**src/rtl/core/hjbp_ram.sv**
```systemverilog
// ============================================================================
// hjbp_ram
// Generic simple dual-port RAM: one write port, one registered read port.
// ============================================================================
module hjbp_ram #(
   parameter int WIDTH = 8,
   parameter int DEPTH = 16
) (
   input  logic                     clock,
   input  logic                     we,
   input  logic [$clog2(DEPTH)-1:0] waddr,
   input  logic [WIDTH-1:0]         wdata,
   input  logic                     re,
   input  logic [$clog2(DEPTH)-1:0] raddr,
   output logic [WIDTH-1:0]         rdata
);

   logic [WIDTH-1:0] mem_ff [DEPTH];
   logic [WIDTH-1:0] rdata_ff;

   // Write port
   always_ff @(posedge clock) begin
      if (we) begin
         mem_ff[waddr] <= wdata;
      end
   end

   // Read port, data held while no read is issued
   always_ff @(posedge clock) begin
      if (re) begin
         rdata_ff <= mem_ff[raddr];
      end
   end

   assign rdata = rdata_ff;

endmodule

```
**config.mk**
```make
export PLATFORM = sky130hd
export DESIGN_NAME = hjbp_ram
export DESIGN_NICKNAME = d
export VERILOG_FILES = /design/src/rtl/core/hjbp_ram.sv
export SDC_FILE = /design/constraint.sdc
export NUM_CORES = 1
export LEC_CHECK = 0
export ABC_CLOCK_PERIOD_IN_PS = 2009
export BUFFER_PORTS_ARGS = -buffer_cell sky130_fd_sc_hd__buf_4
export CELL_PAD_IN_SITES_DETAIL_PLACEMENT = 1
export CELL_PAD_IN_SITES_GLOBAL_PLACEMENT = 1
export CORE_MARGIN = 2
export CORE_UTILIZATION = 25
export CTS_BUF_LIST = sky130_fd_sc_hd__clkbuf_4 sky130_fd_sc_hd__clkbuf_8
export DETAILED_ROUTE_END_ITERATION = 16
export GPL_ROUTABILITY_DRIVEN = 0
export PLACE_DENSITY_LB_ADDON = 0.1
export SETUP_SLACK_MARGIN = 0.5
export SYNTH_ARGS = -nofsm -noshare
export SYNTH_HDL_FRONTEND = slang
export SYNTH_SLANG_ARGS = --single-unit
export TNS_END_PERCENT = 30
```
**constraint.sdc**
```tcl
create_clock -name clock -period 2.01 [get_ports clock]
set_clock_uncertainty 0.2 [all_clocks]
set_input_delay 0.201 -clock clock [delete_from_list [all_inputs] [get_ports clock]]
set_output_delay 0.201 -clock clock [all_outputs]
set_load 0.1 [all_outputs]
```
## After elaboration in Yosys (flattened, before gate mapping)

Memories as Yosys holds them, arrays and structs flattened. A register that Yosys moved wholly into a read port is not among the register bits.
Cells that the tools add are included.

- Multiplexer cells: 2

Operators with widths:

| cell | count |
|---|---|
| 1-bit two-way mux | 2 |

- Memory bits (writable): 128
- Output and inout port bits: 8
- Memories: 1
- Flip-flop bits (word level): 0

Memories:

| memory | words | width | rd ports | clocked after Yosys merged registers in | wr ports | line | source |
|---|---|---|---|---|---|---|---|
| mem_ff | 16 | 8 | 1 | 1 | 1 | 18 | `logic [WIDTH-1:0] mem_ff [DEPTH];` |

## Depth between registers and ports, before layout

Gate-level depths: netlist of run 1.

- Word-level depth: 2
- Depth in mapped cells: 5
- Depth with buffers taken out: 3

## Worst setup path after synthesis of run 1

Ideal clock, no wire load.

- Path type: input -> register
- From: input waddr[2]
- To: memory mem_ff[0][0] (enable)
- Setup slack: 116 ps
- Arrival: 1311 ps
- Cell stages on the path: 2
- Required time: 1427 ps
- Cells stage by stage: or3b_2 nor3_1

RTL lines:

| element | line | source |
|---|---|---|
| start: declaration | 11 | `input logic [$clog2(DEPTH)-1:0] waddr,` |
| end: declaration | 18 |  |

No word-level cell before the write port.

==> results.toml, run 1 <==
[setup_path]
crit_required_ns = 1.99
reg2reg_depth = 3
cp-end-kind = "flip-flop"
reg2reg_slack_ns = 0.41
crit_type = "flip-flop to flip-flop"
cp.buffers_inverters = 0
cp.arrival_ns = 1.59
worstReg2RegStart = "mem_ff[0][7]"
cp_max_fo = 1
cp_slowest_cell = "mux4_2"
crit_path_start_kind = "flip-flop"
cp_top_family = "multiplexers"
slowest_delay_ns = 0.48
r2r_end = "rdata[7]"
crit_chain = "mux4_2, a22oi_2, nand2_1"

[place]
placed_area_mm2 = 0.00588
numPortBuffers = 26
detailed_place_hpwl_um = 7990
dp.cells = 538

[route]
drc = 0
viasPerCell = 4.32
dr.pass1.iters = 4
drt.antenna.violating_nets = 0
vias = 2491
routed_wl_um = 12200
wl_per_cell_um = 21.1
drtIter0Drc = 159

[global_routing]
grtUsageTotal = 0.120
grt_max_degree = 17
overflow = 0
antenna_found_initial = 0
grt_pass1_wl_um = 18400
grt_pass1_vias = 2772

[hold_path]
holdPathStages = 3
min_from = "waddr[1]"
hp-class = "input pin to flip-flop"
min_to = "mem_ff[0][4]"

[final_layout]
drive_gt1_frac = 0.388
antenna_cells = 0
layout_common_cells = "136 x edfxtp_1, 44 x buf_4, 32 x mux4_2"
syn_to_final_growth_pct = 21.2
instances_no_fill = 577
nNetsFinal = 315
final_area_mm2 = 0.00634
final_common_cell = "edfxtp_1"

[outcome]
status = "complete, no violations"

[timing]
hold_viol = 0
hold_ws_ns = 0.112
fmaxAchievable_ghz = 0.623
timing.final.crit_period_ns = 1.60
setup_viol = 0
period_share = 0.798
tightest_slew_ns = 1.03
rsz0062_at_grt = "yes"
slew_headroom = 0.313
tns_ns = 0
maxSlewViolCount = 0

[synth]
synthTopCellsByArea = "edfxtp_1 78%, mux4_2 7.8%, mux4_1 7.0%, a22oi_1 2.3%, nor2_1 0.93%"
syn_inst = 229
syn_area_per_cell_um2 = 22.8
yosys_warnings = 0
synth-seq-cells = 136
yosysSeqAreaShare = 0.781
synth.largest_area_cell = "edfxtp_1"
yosys.area.top_type_share = 0.781
synth.distinct_cells = 18
syn_area_mm2 = 0.00523
syn_nets = 248

[power_and_ir_drop]
power_leakage_nw = 2.04
peakVddDrop_mv = 0.296
p_per_area_mw_per_mm2 = 889

[floorplanning]
die_x_um = 149
start_util = 0.257
rows = 52
io_pins = 27
die_area_mm2 = 0.0221
core_area_mm2 = 0.0204
die_h_um = 149

[clock_network]
numClockSinks = 136
clkLatencyLatePin_ns = 0.43
cts_tree = "yes"
numCtsBuffers = 17
clockBufferDepth = 2
clk_pin_slew_ns = 0.07
root_buffer = "clkbuf_8"
h-tree-depth = 4

[run]
cap_viol_max_count = 0
==> area by class of cell <==
class                           instances  area (um^2)
Fill cell                            2053        14000
Sequential cell                       136         4080
Multi-Input combinational cell         83         1060
Timing Repair Buffer                   58          520
Tap cell                              270          338
Clock buffer                           23          279
Clock inverter                          7         55.1
==> layer usage <==
metal  wire length, um  up-vias  track usage
li1                  -     1093            -
met1              5580     1341        0.157
met2              6030       41        0.194
met3               397       16       0.0331
met4               192        0       0.0429
met5                 0        -            0
==> power by group <==
group / switching (W) / internal (W)
registers: 0.0000209 / 0.00319
clock network: 0.000935 / 0.00102
logic: 0.000288 / 0.000176
total: 0.00124 / 0.00439
==> synth_stat cells <==
master / count
nand2b_1: 2
nor3_1: 4
and2_1: 1
nor2b_1: 1
buf_2: 3
buf_6: 3
clkdlybuf4s25_2: 3
and2b_1: 1
or3b_2: 1
nand2_1: 9
nand3_1: 1
a22oi_1: 16
edfxtp_1: 136
nand3b_1: 2
buf_4: 1
nor2_1: 13
mux4_1: 14
mux4_2: 18
==> what timing repair did <==
item,4_1_cts,5_1_grt
pin swaps,3,1
buffers inserted,0,0
gates cloned,0,0
endpoints found under the hold margin,136,0
setup endpoints to repair,14,14
resized for setup,6,2
hold buffers,9,0
==> worst max path at each step <==
stage,start,to,slack (ns),cells past startpoint
3_3_place_gp,raddr[0],rdata[7],-0.02,6
4_1_cts,mem_ff[0][7],rdata[7],0.37,3
5_1_grt,mem_ff[3][0],rdata[0],0.33,3
6_report,mem_ff[0][7],rdata[7],0.41,3
2_1_floorplan,raddr[0],rdata[1],0.41,5
3_5_place_dp,raddr[0],rdata[7],-0.06,6
==> registers in the layout, indices dropped and copies added, names as in the netlist <==
name	cells
mem_ff	128
rdata	8
==> kinds of logic after synthesis <==
| logic type | share of synthesized area |
|---|---|
| AOI/OAI and AO/OA | 0.0230 |
| buffers and inverters | 0.0165 |
| DFF | 0.781 |
| muxes | 0.148 |
| and+or+nand+nor | 0.0314 |
==> worst register-to-register path: stages (launching register included) <==
cell	delay (ns)
edfxtp_1	0.37
mux4_2	0.48
a22oi_2	0.22
nand2_1	0.09
==> metrics by stage <==
stage | util | total power, W | setup WS (ns)
3_5_place_dp | 0.289 | 0.00373 | -0.0617
2_1_floorplan | - | 0.00355 | 0.409
5_1_grt | 0.311 | 0.00588 | 0.334
6_report | 0.311 | 0.00564 | 0.406
3_3_place_gp | 0.289 | 0.00373 | -0.0216
4_1_cts | 0.311 | 0.00573 | 0.371
Note: power is estimated with default switching activity, not from simulation.
==> run 2, diff against run 1 <==
--- a/config.mk
+++ b/config.mk
@@ -5,7 +5,8 @@
 export SDC_FILE = /design/constraint.sdc
 export NUM_CORES = 1
 export LEC_CHECK = 0
-export ABC_CLOCK_PERIOD_IN_PS = 2009
+export ABC_AREA = 1
+export ABC_CLOCK_PERIOD_IN_PS = 1400
 export BUFFER_PORTS_ARGS = -buffer_cell sky130_fd_sc_hd__buf_4
 export CELL_PAD_IN_SITES_DETAIL_PLACEMENT = 1
 export CELL_PAD_IN_SITES_GLOBAL_PLACEMENT = 1
==> constraint.sdc (replaced) <==
create_clock -name clock -period 1.4 [get_ports clock]
set_clock_uncertainty 0.2 [all_clocks]
set_input_delay 0.14 -clock clock [delete_from_list [all_inputs] [get_ports clock]]
set_output_delay 0.14 -clock clock [all_outputs]
set_load 0.1 [all_outputs]
==> results.toml, run 2 <==
[route]
viasPerCell = 4.23
drtIter0Drc = 166
wl_per_cell_um = 18.2
dr.pass1.iters = 6
drc = 0
vias = 4027
routed_wl_um = 17300
drt.antenna.violating_nets = 0

[setup_path]
crit_required_ns = 1.06
cp.arrival_ns = 1.13
crit_path_start_kind = "flip-flop"
reg2reg_slack_ns = 0.10
cp.buffers_inverters = 1
crit_chain = "buf_6"
worstReg2RegStart = "mem_ff[3][3]"
r2r_end = "rdata[3]"
cp-end-kind = "primary output"
cp_num_cells = 1
crit_path_end = "rdata[4]"
cp_max_fo = 1
startpoint = "rdata[4]"
cp_top_family = "flip-flops"
crit_type = "flip-flop to primary output"
slowest_delay_ns = 0.46
cp_slowest_cell = "edfxtp_1"
reg2reg_depth = 6

[place]
dp.cells = 912
numPortBuffers = 26
place_ws_ns = -0.209
detailed_place_hpwl_um = 11900

[floorplanning]
rows = 55
die_area_mm2 = 0.0246
die_x_um = 157
core_area_mm2 = 0.0228
io_pins = 27
die_h_um = 157
start_util = 0.257

[global_routing]
grtUsageTotal = 0.149
antenna_found_initial = 0
grt_pass1_wl_um = 26200
overflow = 0
grt_pass1_vias = 4322
grt_max_degree = 42

[synth]
synth-async-reset-ratio = 0
yosys.area.top_type_share = 0.698
synth-seq-cells = 136
yosys_warnings = 0
synth.largest_area_cell = "edfxtp_1"
synth.distinct_cells = 11
synth_most_common_cell = "nand2_1"
synth-edff-count = 136
yosysSeqAreaShare = 0.698
syn_nets = 570
syn_inst = 551
synthTopCellsByCount = "173 x nand2_1, 136 x edfxtp_1, 100 x inv_1"
synthFlopType = "edfxtp_1"
syn_area_per_cell_um2 = 10.6
synthTopCellsByArea = "edfxtp_1 70%, nand2_1 11%, nand3_1 8.3%, inv_1 6.4%, buf_6 1.2%"
syn_area_mm2 = 0.00585

[timing]
period_share = 1.05
fmaxAchievable_ghz = 0.679
setup_slack_ns = -0.0737
tightest_slew_ns = 0.461
hold_ws_ns = -0.125
setup_viol = 6
maxSlewViolCount = 0
hold_viol = 48
rsz0062_at_grt = "yes"
slew_headroom = 0.692
timing.final.crit_period_ns = 1.47
tns_ns = -0.247

[power_and_ir_drop]
power_leakage_nw = 3.23
p_per_area_mw_per_mm2 = 1170
peakVddDrop_mv = 0.460

[final_layout]
drive_gt1_frac = 0.315
nNetsFinal = 644
fin_util = 0.342
antenna_cells = 0
final_common_cell = "nand2_1"
syn_to_final_growth_pct = 33.1
largest_reg_flops = 128
registers.top_by_ff_count = "mem_ff"
layout_common_cells = "163 x nand2_1, 136 x edfxtp_1, 95 x inv_1"
instances_no_fill = 951

[hold_path]
hp-class = "input pin to flip-flop"
holdPathStages = 1

[clock_network]
clk_pin_slew_ns = 0.08
clockBufferDepth = 2
h-tree-depth = 4
cts_tree = "yes"
clkLatencyLatePin_ns = 0.45
numCtsBuffers = 17
numClockSinks = 136
root_buffer = "clkbuf_8"

[outcome]
status = "finished with violations"
violations = "negative hold slack, negative setup slack"

[run]
cap_viol_max_count = 0
==> run 2: changes by cell type in the layout (fill, tap and decap cells not counted), sizes merged, moves of 6 or more <==
| cell | delta |
|---|---|
| a22oi | -16 |
| buf | +24 |
| clkbuf | -6 |
| inv | +107 |
| mux4 | -32 |
| nand2 | +164 |
| nand3 | +96 |
==> run 2: final cells by class <==
type,count,area [um^2]
fill,2530,15000
sequential,136,4080
multi-input combinational,289,1630
timing repair buffer,79,873
tap,313,392
inverter,102,383
clock buffer,17,234
clock inverter,15,193
==> run 2: worst min-delay path by stage <==
stage / start / end / slack, ns
after floorplan: wdata[0] / mem_ff[0][0] / 0.04
after detailed placement: re / rdata[3] / 0.28
after global routing: wdata[0] / mem_ff[2][0] / -0.16
after CTS: re / rdata[3] / -0.21
final: wdata[0] / mem_ff[4][0] / -0.13
after global placement: re / rdata[1] / 0.28
==> run 2: kinds of logic after synthesis <==
kind of cell,Yosys count,synth area share
DFF,136,0.698
buffers and inverters,126,0.0939
and+or+nand+nor,289,0.208
==> run 2: repair_timing <==
action / in CTS / in global routing
hold endpoints to repair: 136 / 56
hold buffers: 5 / 1
pin swaps: 32 / 35
endpoints found under the setup margin: 114 / 106
gates resized for setup: 53 / 45
buffers inserted: 0 / 1
==> run 2: report_power, final <==
group | switching, W | internal (W)
Combinational | 0.000643 | 0.000325
Clock | 0.00169 | 0.00180
Sequential | 0.0000363 | 0.00458
Total | 0.00236 | 0.00671
==> run 2: per-layer routing <==
metal	GRT usage	share of wire	vias up
met3	0.0344	0.027	15
met1	0.196	0.47	2028
li1	-	-	1930
met4	0.0380	0.015	0
met2	0.247	0.49	54
met5	0	0	-
==> run 2: stage by stage <==
step           power, W  instance area [um^2]
5_1_grt         0.00945                  7780
3_5_place_dp    0.00558                  6870
4_1_cts         0.00918                  7580
6_report        0.00907                  7780
2_1_floorplan   0.00517                  5890
3_3_place_gp    0.00557                  6870
==> run 3, diff against run 2 <==
--- a/config.mk
+++ b/config.mk
@@ -11,7 +11,7 @@
 export CELL_PAD_IN_SITES_DETAIL_PLACEMENT = 1
 export CELL_PAD_IN_SITES_GLOBAL_PLACEMENT = 1
 export CORE_MARGIN = 2
-export CORE_UTILIZATION = 25
+export CORE_UTILIZATION = 46
 export CTS_BUF_LIST = sky130_fd_sc_hd__clkbuf_4 sky130_fd_sc_hd__clkbuf_8
 export DETAILED_ROUTE_END_ITERATION = 16
 export GPL_ROUTABILITY_DRIVEN = 0
==> results.toml, run 3 (synthesis results as in run 2) <==
[outcome]
status = "finished with violations"
violations = "negative hold slack, negative setup slack"

[clock_network]
clkLatencyLatePin_ns = 0.45
numClockSinks = 136
numCtsBuffers = 17
cts_tree = "yes"
clockBufferDepth = 2
h-tree-depth = 4
root_buffer = "clkbuf_8"
ctsHoldBuffers = 4
clk_pin_slew_ns = 0.07

[setup_path]
cp_top_family = "flip-flops"
cp.arrival_ns = 1.14
worstReg2RegStart = "mem_ff[8][1]"
crit_path_start_kind = "flip-flop"
crit_required_ns = 1.06
cp_max_fo = 1
startpoint = "rdata[7]"
crit_type = "flip-flop to primary output"
cp.buffers_inverters = 1
cp_slowest_cell = "edfxtp_1"
slowest_delay_ns = 0.47
cp-end-kind = "primary output"
crit_chain = "buf_6"

[hold_path]
hp-class = "input pin to flip-flop"
min_from = "wdata[5]"

[route]
routed_wl_um = 15500
met1_length_um = 6750
wl_per_cell_um = 19.6
drt.antenna.violating_nets = 0
drtIter0Drc = 258
wl_met2_um = 7940
vias = 4072
top_layer_used = "met4"
dr.pass1.iters = 4
wl_met3_um = 653
drc = 0
viasPerCell = 5.13

[final_layout]
fin_util = 0.590
antenna_cells = 0
registers.top_by_ff_count = "mem_ff"
drive_gt1_frac = 0.298
layout_common_cells = "160 x nand2_1, 136 x edfxtp_1, 94 x inv_1"
nNetsFinal = 627
largest_reg_flops = 128
final_area_mm2 = 0.00739
final_common_cell = "nand2_1"
syn_to_final_growth_pct = 26.4

[timing]
hold_ws_ns = -0.141
setup_viol = 5
slew_headroom = 0.750
fmaxAchievable_ghz = 0.675
tightest_slew_ns = 0.375
hold_viol = 88
period_share = 1.06
setup_slack_ns = -0.0823
maxSlewViolCount = 0
timing.final.crit_period_ns = 1.48
rsz0062_at_grt = "yes"

[power_and_ir_drop]
p_per_area_mw_per_mm2 = 1160
peakVddDrop_mv = 0.755
power_leakage_nw = 3.12

[floorplanning]
die_x_um = 117
die_h_um = 117
io_pins = 27
core_area_mm2 = 0.0125
rows = 41
die_area_mm2 = 0.0136
start_util = 0.467

[global_routing]
antenna_found_initial = 0
overflow = 0
grt_max_degree = 56
grt_pass1_vias = 4280
grt_pass1_wl_um = 23400
grtUsageTotal = 0.244

[place]
detailed_place_hpwl_um = 9680
placed_area_mm2 = 0.00651
numPortBuffers = 26
place_ws_ns = -0.200

[run]
cap_viol_max_count = 0
-- run 3: changes by cell type in the layout (fill, tap and decap cells not counted), moves of 4 or more --
cell / delta
clkinv_2: +5
buf_12: -5
buf_4: -19
clkinv_4: -4
buf_6: +8
clkinv_1: +4
-- run 3: where the power goes --
group	switching (W)	internal, W
logic	0.000637	0.000298
clock network	0.00146	0.00157
registers	0.0000352	0.00458
-- run 3: cell type report --
cell class	count	area, um^2
Sequential cell	136	4080
Tap cell	172	215
Clock buffer	19	249
Clock inverter	13	111
Fill cell	1356	5130
Timing Repair Buffer	62	716
Inverter	102	383
Multi-Input combinational cell	289	1630
-- run 3: per-layer routing --
metal  vias to the layer above  track usage
li1                       1896            -
met1                      2070        0.313
met2                        93        0.415
met3                        13       0.0509
met4                         0       0.0839
met5                         -            0
-- run 3: what timing repair did --
action / 4_1_cts / 5_1_grt
setup endpoints to repair: 69 / 150
pin swaps: 35 / 22
resized for setup: 54 / 58
buffers inserted: 1 / 0
hold endpoints to repair: 144 / 88
-- run 3: worst paths after layout --
path	end	slack [ns]	cells past startpoint
min reg2reg	rdata[0]	0.54	6
max reg2reg	rdata[1]	0.12	6
max	rdata[7]	-0.08	1
min	mem_ff[9][5]	-0.14	1
-- run 3: through the flow --
stage	power [W]	std cells	setup TNS, ns	hold slack, ns
global route	0.00884	793	-0.433	-0.142
detailed placement	0.00551	756	-2.23	0.249
floorplan	0.00517	551	0	0.0389
finish	0.00859	793	-0.213	-0.141
global placement	0.00549	756	-1.30	0.250
CTS	0.00857	793	-0.341	-0.145
