**config.mk**
```make
export PLATFORM = sky130hd
export DESIGN_NAME = hjbp_rsp_reg_flat
export DESIGN_NICKNAME = d
export VERILOG_FILES = /design/src/rtl/core/hjbp_pkg.sv /design/src/rtl/core/hjbp_if.sv /design/src/rtl/core/hjbp_rsp_reg.sv /design/src/flat_wrapper.sv
export SDC_FILE = /design/constraint.sdc
export NUM_CORES = 1
export LEC_CHECK = 0
export BUFFER_PORTS_ARGS = -buffer_cell sky130_fd_sc_hd__clkbuf_2
export CORE_MARGIN = 2
export CORE_UTILIZATION = 39
export DETAILED_ROUTE_END_ITERATION = 8
export PLACE_DENSITY = 0.76
export SYNTH_ARGS = -nofsm -noshare
export SYNTH_HDL_FRONTEND = slang
export SYNTH_SLANG_ARGS = --single-unit
```
**constraint.sdc**
```tcl
create_clock -name clock -period 1.35 [get_ports clock]
set_clock_uncertainty 0.15 [all_clocks]
set_input_delay 0 -clock clock [delete_from_list [all_inputs] [get_ports clock]]
set_output_delay 0 -clock clock [all_outputs]
set_load 0.01 [all_outputs]
```
**src/rtl/core/hjbp_pkg.sv**
```systemverilog
// ============================================================================
// hjbp_pkg
// Shared sizes, codes and types of the hash join build/probe engine.
// ============================================================================
package hjbp_pkg;

   // Table geometry. BUCKETS is a power of two: the bucket is the low key bits.
   localparam int ENTRIES     = 1024;
   localparam int BUCKETS     = 256;
   localparam int MAX_MATCHES = 64;

   localparam int EIDX_W = $clog2(ENTRIES);          // entry index
   localparam int BIDX_W = $clog2(BUCKETS);          // bucket index
   localparam int CNT_W  = $clog2(ENTRIES + 1);      // entry fill count
   localparam int MCNT_W = $clog2(MAX_MATCHES + 1);  // matches per probe

   // Payload widths
   localparam int CMD_W = 2;
   localparam int KEY_W = 64;
   localparam int ROW_W = 16;
   localparam int STS_W = 2;

   // Command codes
   localparam logic [CMD_W-1:0] CMD_BUILD = 2'd0;
   localparam logic [CMD_W-1:0] CMD_PROBE = 2'd1;
   localparam logic [CMD_W-1:0] CMD_CLEAR = 2'd2;

   // Result status codes
   localparam logic [STS_W-1:0] ST_MATCH = 2'd0;
   localparam logic [STS_W-1:0] ST_FULL  = 2'd1;
   localparam logic [STS_W-1:0] ST_TRUNC = 2'd2;

   // One stored table entry
   typedef struct packed {
      logic [KEY_W-1:0]  key;
      logic              text;
      logic [ROW_W-1:0]  row;
      logic              next_valid;
      logic [EIDX_W-1:0] next;
   } entry_type;

   // Bucket head memory access
   typedef struct packed {
      logic              we;
      logic [BIDX_W-1:0] waddr;
      logic [EIDX_W-1:0] wdata;
      logic              re;
      logic [BIDX_W-1:0] raddr;
   } head_port_type;

   // Entry memory access
   typedef struct packed {
      logic              we;
      logic [EIDX_W-1:0] waddr;
      entry_type         wdata;
      logic              re;
      logic [EIDX_W-1:0] raddr;
   } ent_port_type;

   // One result
   typedef struct packed {
      logic [ROW_W-1:0] left_row;
      logic [ROW_W-1:0] right_row;
      logic [STS_W-1:0] status;
      logic             last;
   } result_type;

endpackage

```
**src/rtl/core/hjbp_if.sv**
```systemverilog


interface hjbp_rsp_if import hjbp_pkg::*; ();
   logic             valid;
   logic             ready;
   logic [ROW_W-1:0] left_row;
   logic [ROW_W-1:0] right_row;
   logic [STS_W-1:0] status;
   logic             last;

   modport source (output valid, left_row, right_row, status, last, input ready);
   modport sink   (input valid, left_row, right_row, status, last, output ready);
endinterface

```
**src/rtl/core/hjbp_rsp_reg.sv**
```systemverilog
// ============================================================================
// hjbp_rsp_reg
// Result output register: decouples the engine from the result channel.
// ============================================================================
module hjbp_rsp_reg import hjbp_pkg::*; (
   input  logic            clock,
   input  logic            reset,
   input  logic            push,
   input  result_type      res,
   output logic            can_push,
   hjbp_rsp_if.source      rsp
);

   logic       valid_ff, valid_in;
   result_type data_ff;

   // Room when empty or being drained this cycle
   assign can_push = !valid_ff || rsp.ready;
   assign valid_in = push || (valid_ff && !rsp.ready);

   always_ff @(posedge clock) begin
      if (reset) begin
         valid_ff <= 1'b0;
      end else begin
         valid_ff <= valid_in;
      end
   end

   always_ff @(posedge clock) begin
      if (push && can_push) begin
         data_ff <= res;
      end
   end

   assign rsp.valid     = valid_ff;
   assign rsp.left_row  = data_ff.left_row;
   assign rsp.right_row = data_ff.right_row;
   assign rsp.status    = data_ff.status;
   assign rsp.last      = data_ff.last;

endmodule

```
**src/flat_wrapper.sv**
```systemverilog
// flat-port wrapper written by rule: the top's interface ports become plain ports
module hjbp_rsp_reg_flat import hjbp_pkg::*;
  (clock, reset, push, res, can_push, rsp_valid, rsp_left_row, rsp_right_row, rsp_status, rsp_last, rsp_ready);
  hjbp_rsp_if rsp_i ();
  input  logic clock;
  input  logic reset;
  input  logic push;
  input  result_type res;
  output logic can_push;
  output wire logic [$bits(rsp_i.valid)-1:0] rsp_valid;
  output wire logic [$bits(rsp_i.left_row)-1:0] rsp_left_row;
  output wire logic [$bits(rsp_i.right_row)-1:0] rsp_right_row;
  output wire logic [$bits(rsp_i.status)-1:0] rsp_status;
  output wire logic [$bits(rsp_i.last)-1:0] rsp_last;
  input wire logic [$bits(rsp_i.ready)-1:0] rsp_ready;
  assign rsp_valid = rsp_i.valid;
  assign rsp_left_row = rsp_i.left_row;
  assign rsp_right_row = rsp_i.right_row;
  assign rsp_status = rsp_i.status;
  assign rsp_last = rsp_i.last;
  assign rsp_i.ready = rsp_ready;
  hjbp_rsp_reg u_core (.clock(clock), .reset(reset), .push(push), .res(res), .can_push(can_push), .rsp(rsp_i));
endmodule
```
-- Word level (Yosys, flattened, before mapping)
Index checks and enable logic that the tools add are counted.
W data, S select, Z words.
- reduce and logical (&&, ||, !) cells: 6
- operators with widths (kind ; number):
    $logic_and A1 B1 Y1 ; 2
    $logic_not A1 Y1 ; 2
    $logic_or A1 B1 Y1 ; 2
- input port bits: 39
- flip-flop bits (word level): 36
- output and inout bits: 37
- logic and storage cells: 11

-- Depth between registers and ports, before layout
Gate-level depths: netlist of run 1.
- depth in word-level cells: 3
- mapped depth: 2
- depth with buffers taken out: 2

-- Least setup slack after synthesis of run 1
Ideal clock, no wire load.
- path type: reg2reg
- from: register u_core.valid_ff, in the netlist u_core.rsp.valid
- to: register u_core.data_ff, in the netlist u_core.rsp.last, enable pin
- slack: 43 ps
- setup time: 345 ps
- buffers on the path: 0
- arrival: 812 ps
- clock period less this slack: 1307 ps
- data required time: 855 ps
- cell stages (with the launch flop): 3
- cell sequence: dfxtp_1 > nand2b_4 > and2_4
- longest elaborated chain between the ends: 3
- RTL lines (element ; line ; text):
    from (decl) ; hjbp_rsp_reg.sv:14 ; logic valid_ff, valid_in;
    from (signal assigned) ; hjbp_rsp_reg.sv:25 ; valid_ff <= valid_in;
    $logic_not A1 Y1 ; hjbp_rsp_reg.sv:18 ; assign can_push = !valid_ff || rsp.ready;
    $logic_or A1 B1 Y1 ; hjbp_rsp_reg.sv:18 ;
    named net can_push ; flat_wrapper.sv:9 ; output logic can_push;
    $logic_and A1 B1 Y1 ; hjbp_rsp_reg.sv:30 ; if (push && can_push) begin
    to (signal assigned) ; hjbp_rsp_reg.sv:31 ; data_ff <= res;
    to (decl) ; hjbp_rsp_reg.sv:15 ; result_type data_ff;
The timed path passes the listed nets, and every way through them passes these cells.
A chain may end at the register's enable or synchronous reset.

-- Worst setup path in the final report of run 1
- from: input port rsp_ready
- to: register u_core.data_ff, in the netlist u_core.rsp.status[1], enable pin
- longest elaborated chain between the ends: 2
- RTL lines (element ; line ; text):
    from (decl) ; flat_wrapper.sv:15 ; input wire logic [$bits(rsp_i.ready)-1:0] rsp_ready;
    $logic_or A1 B1 Y1 ; hjbp_rsp_reg.sv:18 ;
    $logic_and A1 B1 Y1 ; hjbp_rsp_reg.sv:30 ;
No other way between the ends.

==> flow_summary_export.csv, run 1 <==
group,metric,value,unit
hold_path,hp-class,"in2reg",
sta,finalSetupViolations,0,
clock_network,cts_buffers,5,
synthesis,synth_top_area_share,95.0,%
clock_network,clock_sinks,36,
sta,min_period,1240,ps
setup_path,critPathKind,"in2reg",
route,wl,2930,µm
power,switching_share,21.9,%
power,powerDensity,1180,mW/mm²
sta,drv_slew,0,
synthesis,synth.area.top_cells,"edfxtp_1 (95%), dfxtp_1 (1.8%), nand2b_4 (1.2%)",
clock_network,cts.path.max_buffers,2,
cells_and_area,num_antenna_cells,0,
setup_path,required,1250,ps
power,p_sw,521,µW
power,power,2.38,mW
sta,finalHoldViolations,0,
global_route,grt_max_degree,19,
route,wire_per_inst,15.1,µm
floorplanning,dieArea,0.00328,mm²
floorplanning,dieWidth,57.3,µm
cells_and_area,drive_above_1_share,54.0,%
route,route.antenna.remaining_nets,0,
clock_network,clk_pin_slew,140,ps
sta,grt_setup_unrepaired,"no",
setup_path,crit_path_end_kind,"register",
hold_path,min_from,"res[28]",
synthesis,synth_nets,79,
synthesis,yosysUniqueCellTypes,6,
power,ir_drop,0.00112,V
cells_and_area,finish.net_count,201,
power,power.share.clock,32.1,%
sta,fin_tns_setup,0,ps
floorplanning,ios,76,
sta,slew-limit-headroom,90.9,%
placement,gp_congestion,0.674,
sta,fin_crit_sh,91.7,%
floorplanning,die_h,57.3,µm
global_route,track_usage,20.5,%
route,drt_iter0_drc,24,
global_route,grt.overflow.total,0,
cells_and_area,syn_to_final_growth,82.7,%
power,pwr-share-comb,12.4,%
setup_path,arrival,1130,ps
synthesis,ys_ff_latch,36,
route,drc,0,
floorplanning,start_util,40.5,%
synthesis,syn_inst,40,
clock_network,cts_setup_buffers,0,
clock_network,insertion_delay,330,ps
power,seqPwrFrac,55.6,%
global_route,antenna_found_initial,0,
synthesis,ys_seq_area_share,96.8,%
setup_path,critPathMaxFanout,18,
floorplanning,coreArea,0.00273,mm²
clock_network,htree_levels,2,
job,drv_cap,0,
setup_path,regToRegStartpoint,"u_core.rsp.valid",
floorplanning,core.rowCount,19,
synthesis,synth_area,0.00111,mm²
clock_network,cts_root_buffer,"clkbuf_4",
setup_path,critPathLaunch,"rsp_ready",
synthesis,syn_area_per_cell,27.7,µm²
global_route,grt_pass1_wl,4770,µm
sta,worst_pin_slew,136,ps
sta,max_freq,808,MHz
clock_network,cts_tree,"built",
route,vias,875,
setup_path,worst_setup_path_start_kind,"primary input",
route,vias_per_cell,4.51,
run_status,outcome,"completed",
power,p_int,1.86,mW
placement,port-buffer-count,75,
synthesis,synth_warnings,0,
global_route,grt_pass1_vias,1011,
synthesis,synth_top_area_cell,"edfxtp_1",
cells_and_area,nFillCells,173,
sta,holdWs,199,ps
route,drtPass1Iterations,4,
power,p_leak,0.896,nW
placement,place.detailed.hpwl,1560,µm
-- flip-flops by register name (all words and copies together), names as in the netlist --
name / cells
u_core.rsp.left_row: 16
u_core.rsp.status: 2
u_core.rsp.right_row: 16
u_core.rsp.last: 1
u_core.rsp.valid: 1
-- Yosys cell counts (all sizes together) --
library cell	instances
edfxtp	35
a21oi	1
nand2b	1
dfxtp	1
and2	1
inv	1
-- worst paths after layout --
check | to | slack, ps | cells past startpoint
max | u_core.rsp.status[1] | 110 | 5
min | u_core.rsp.left_row[9] | 200 | 2
max reg2reg | u_core.rsp.status[1] | 130 | 3
min reg2reg | u_core.rsp.valid | 380 | 2
-- critical path, cell delays in order --
cell,delay (ps)
dlygate4sd3_1,540
clkbuf_2,120
nand2b_4,130
and2_4,180
buf_12,160
-- kinds of logic after synthesis --
kind of cell    synth area share [%]
compound gates                 0.792
buf+inv                        0.339
flops                           96.8
simple gates                    2.04
-- layout make-up --
cell class	count	area (µm²)	share of cell area (%)
Clock inverter	3	42.5	2.11
Multi-Input combinational cell	3	31.3	1.55
Inverter	1	3.75	0.186
Timing Repair Buffer	115	796	39.4
Tap cell	31	38.8	1.92
Clock buffer	5	37.5	1.86
Sequential cell	36	1070	53.0
-- power groups by stage --
| stage | sequential (mW) | combinational (mW) | clock [mW] |
|---|---|---|---|
| 5_1_grt | 1.33 | 0.317 | 0.829 |
| 4_1_cts | 1.32 | 0.287 | 0.766 |
| 2_1_floorplan | 1.38 | 0.0278 | 0 |
| 6_report | 1.32 | 0.294 | 0.763 |
| 3_3_place_gp | 1.34 | 0.197 | 0 |
| 3_5_place_dp | 1.35 | 0.201 | 0 |
-- through the flow --
| stage | cells | area (µm²) | worst slack (ps) | util, % |
|---|---|---|---|---|
| 3_5_place_dp | 148 | 1560 | 157 | 57.1 |
| 6_report | 194 | 2020 | 112 | 73.9 |
| 2_1_floorplan | 40 | 1110 | 43.0 | - |
| 4_1_cts | 194 | 2020 | 134 | 73.9 |
| 5_1_grt | 194 | 2020 | 89.8 | 73.9 |
| 3_3_place_gp | 148 | 1560 | 185 | 57.1 |
-- repair_timing --
| action | in CTS | in global routing |
|---|---|---|
| hold buffers | 38 | 0 |
| resized for setup | 0 | 0 |
| hold endpoints to repair | 36 | 0 |
-- cells in the final DEF (no fill, tap or decap), drive strengths merged --
master	n
inv	1
dfxtp	1
nand2b	1
buf	2
clkbuf	80
dlygate4sd3	38
clkinvlp	1
edfxtp	35
and2	1
bufinv	1
clkinv	1
a21oi	1
-- routing by layer --
layer	vias to the layer above	GRT usage (%)	part of all wire, %
li1	403	-	-
met1	400	20.2	33
met2	61	35.3	51
met3	11	9.98	12
met4	0	10.6	3.5
met5	-	0	0
Note: power is estimated with default switching activity, not from simulation.
==> run 2: changes to the inputs <==
--- a/config.mk
+++ b/config.mk
@@ -9,7 +9,7 @@
 export CORE_MARGIN = 2
 export CORE_UTILIZATION = 39
 export DETAILED_ROUTE_END_ITERATION = 8
-export PLACE_DENSITY = 0.76
+export PLACE_DENSITY = 0.78
 export SYNTH_ARGS = -nofsm -noshare
 export SYNTH_HDL_FRONTEND = slang
 export SYNTH_SLANG_ARGS = --single-unit
==> run 2 against run 1 <==
Net effect: utilization decreased by 1.3 points; die area stayed put; sequential share of layout area up 0.97 points; clock power down 30%; routed wire length is 7.7% lower; hold slack improved by 34 ps; non-clock buffer count stayed put; cell count did not move; critical endpoint is now u_core.rsp.left_row[2]; largest power group unchanged.
==> flow_summary_export.csv, run 2 (synthesis results as in run 1) <==
group,metric,value,unit
route,wire_per_inst,13.9,µm
setup_path,critPathLaunch,"u_core.rsp.valid",
hold_path,hp-class,"in2reg",
setup_path,critPathKind,"reg2reg",
clock_network,htree_levels,2,
setup_path,rrSetupSlack,150,ps
route,vias,857,
cells_and_area,final_common_cell,"clkbuf_2",
setup_path,worst_setup_path_start_kind,"register",
clock_network,cts_buffers,5,
cells_and_area,utilization,72.6,%
setup_path,arrival,1080,ps
cells_and_area,finish.net_count,201,
job,drv_cap,0,
floorplanning,start_util,40.5,%
sta,finalHoldViolations,0,
sta,fin_crit_sh,89.0,%
floorplanning,coreArea,0.00273,mm²
placement,port-buffer-count,75,
cells_and_area,nFillCells,184,
cells_and_area,fin_cells,194,
global_route,grt_max_degree,27,
sta,drv_slew,0,
setup_path,cpPeakStageDelay,350,ps
route,drt_iter0_drc,26,
power,power,2.14,mW
floorplanning,dieArea,0.00328,mm²
sta,fin_tns_setup,0,ps
setup_path,critPathMaxFanout,26,
clock_network,clk_pin_slew,110,ps
route,route.antenna.remaining_nets,0,
power,powerDensity,1080,mW/mm²
cells_and_area,fin_area,0.00198,mm²
global_route,grt_pass1_vias,877,
setup_path,crit_path_end_kind,"register",
floorplanning,die_h,57.3,µm
global_route,grt.overflow.total,0,
cells_and_area,drive_above_1_share,54.0,%
setup_path,reg2reg_depth,3,
setup_path,r2r_end,"u_core.rsp.left_row[2]",
floorplanning,core.rowCount,19,
setup_path,regToRegStartpoint,"u_core.rsp.valid",
setup_path,required,1230,ps
global_route,track_usage,17.7,%
sta,slew-limit-headroom,90.3,%
sta,min_period,1200,ps
route,drc,0,
floorplanning,ios,76,
sta,finalSetupViolations,0,
clock_network,cts_root_buffer,"clkbuf_4",
clock_network,insertion_delay,310,ps
cells_and_area,final_cell_mix,"clkbuf_2 (75), dlygate4sd3_1 (38), edfxtp_1 (35)",
sta,worst_pin_slew,145,ps
cells_and_area,num_antenna_cells,0,
run_status,outcome,"completed",
clock_network,clock_sinks,36,
route,wl,2700,µm
setup_path,crit_path_end,"u_core.rsp.left_row[2]",
placement,postPlaceCellArea,0.00155,mm²
sta,grt_setup_unrepaired,"no",
clock_network,cts_tree,"built",
route,vias_per_cell,4.42,
placement,placedCellCount,148,
setup_path,slowest_stage,"dfxtp_1",
power,ir_drop,0.000952,V
cells_and_area,syn_to_final_growth,79.4,%
clock_network,cts_setup_buffers,0,
setup_path,cp_cell_sequence,"nand2b_4, and2_4, buf_12",
sta,max_freq,832,MHz
global_route,grt_pass1_wl,4030,µm
floorplanning,dieWidth,57.3,µm
power,p_leak,0.885,nW
clock_network,cts.path.max_buffers,2,
placement,gp_congestion,0.716,
route,drtPass1Iterations,4,
global_route,antenna_found_initial,0,
[run 2: changes by cell type in the layout (fill, tap and decap cells not counted)]
cell | previous run | this run
bufinv_16 | 1 | 0
clkinv_4 | 0 | 1
clkinvlp_4 | 1 | 0
clkinv_2 | 1 | 2
buf_4 | 0 | 1
buf_12 | 2 | 1
[run 2: how the worst min path moves through the flow]
stage	slack [ps]	endpoint	start	cells after the start
floorplan	-90	u_core.rsp.valid	reset	1
global placement	10	u_core.rsp.valid	reset	2
detailed placement	30	u_core.rsp.valid	reset	2
CTS	210	u_core.rsp.valid	reset	3
global route	220	u_core.rsp.right_row[10]	res[13]	2
finish	230	u_core.rsp.left_row[11]	res[30]	2
[run 2: final cells by class]
| class | count | area [µm²] | area share, % |
|---|---|---|---|
| inverters | 1 | 3.75 | 0.189 |
| well taps | 31 | 38.8 | 1.95 |
| flip-flops and latches | 36 | 1070 | 54.0 |
| repair buffers | 115 | 783 | 39.5 |
| clock buffers | 5 | 37.5 | 1.89 |
| clock inverters | 3 | 18.8 | 0.946 |
| multi-input cells | 3 | 31.3 | 1.58 |
[run 2: worst max-delay path, delay by kind of cell (launching register included)]
kind	cells	cell delay [ps]
DFF	1	350
and+or+nand+nor	2	250
buffers and inverters	1	170
[run 2: metal layers]
layer	GRT usage, %	vias up	share of wire [%]
li1	-	402	-
met1	15.2	389	32
met2	32.3	58	55
met3	7.48	8	9.8
met4	12.0	0	2.8
met5	0	-	0
[run 2: metrics by stage]
stage | hold WS (ps) | worst slack, ps
detailed placement | 28.4 | 156
finish | 233 | 148
CTS | 206 | 142
floorplan | -87.6 | 43.0
global route | 216 | 103
global placement | 13.3 | 177
[run 2: where the power goes]
| group | leakage, nW | internal (mW) | switching [mW] | total (mW) |
|---|---|---|---|---|
| Sequential | 0.347 | 1.30 | 0.0197 | 1.32 |
| Combinational | 0.503 | 0.165 | 0.119 | 0.284 |
| Clock | 0.0349 | 0.200 | 0.331 | 0.531 |
[run 2: repair_timing]
item / in CTS / in global routing
hold endpoints to repair: 36 / 0
gates resized for setup: 0 / 0
hold buffers: 38 / 0
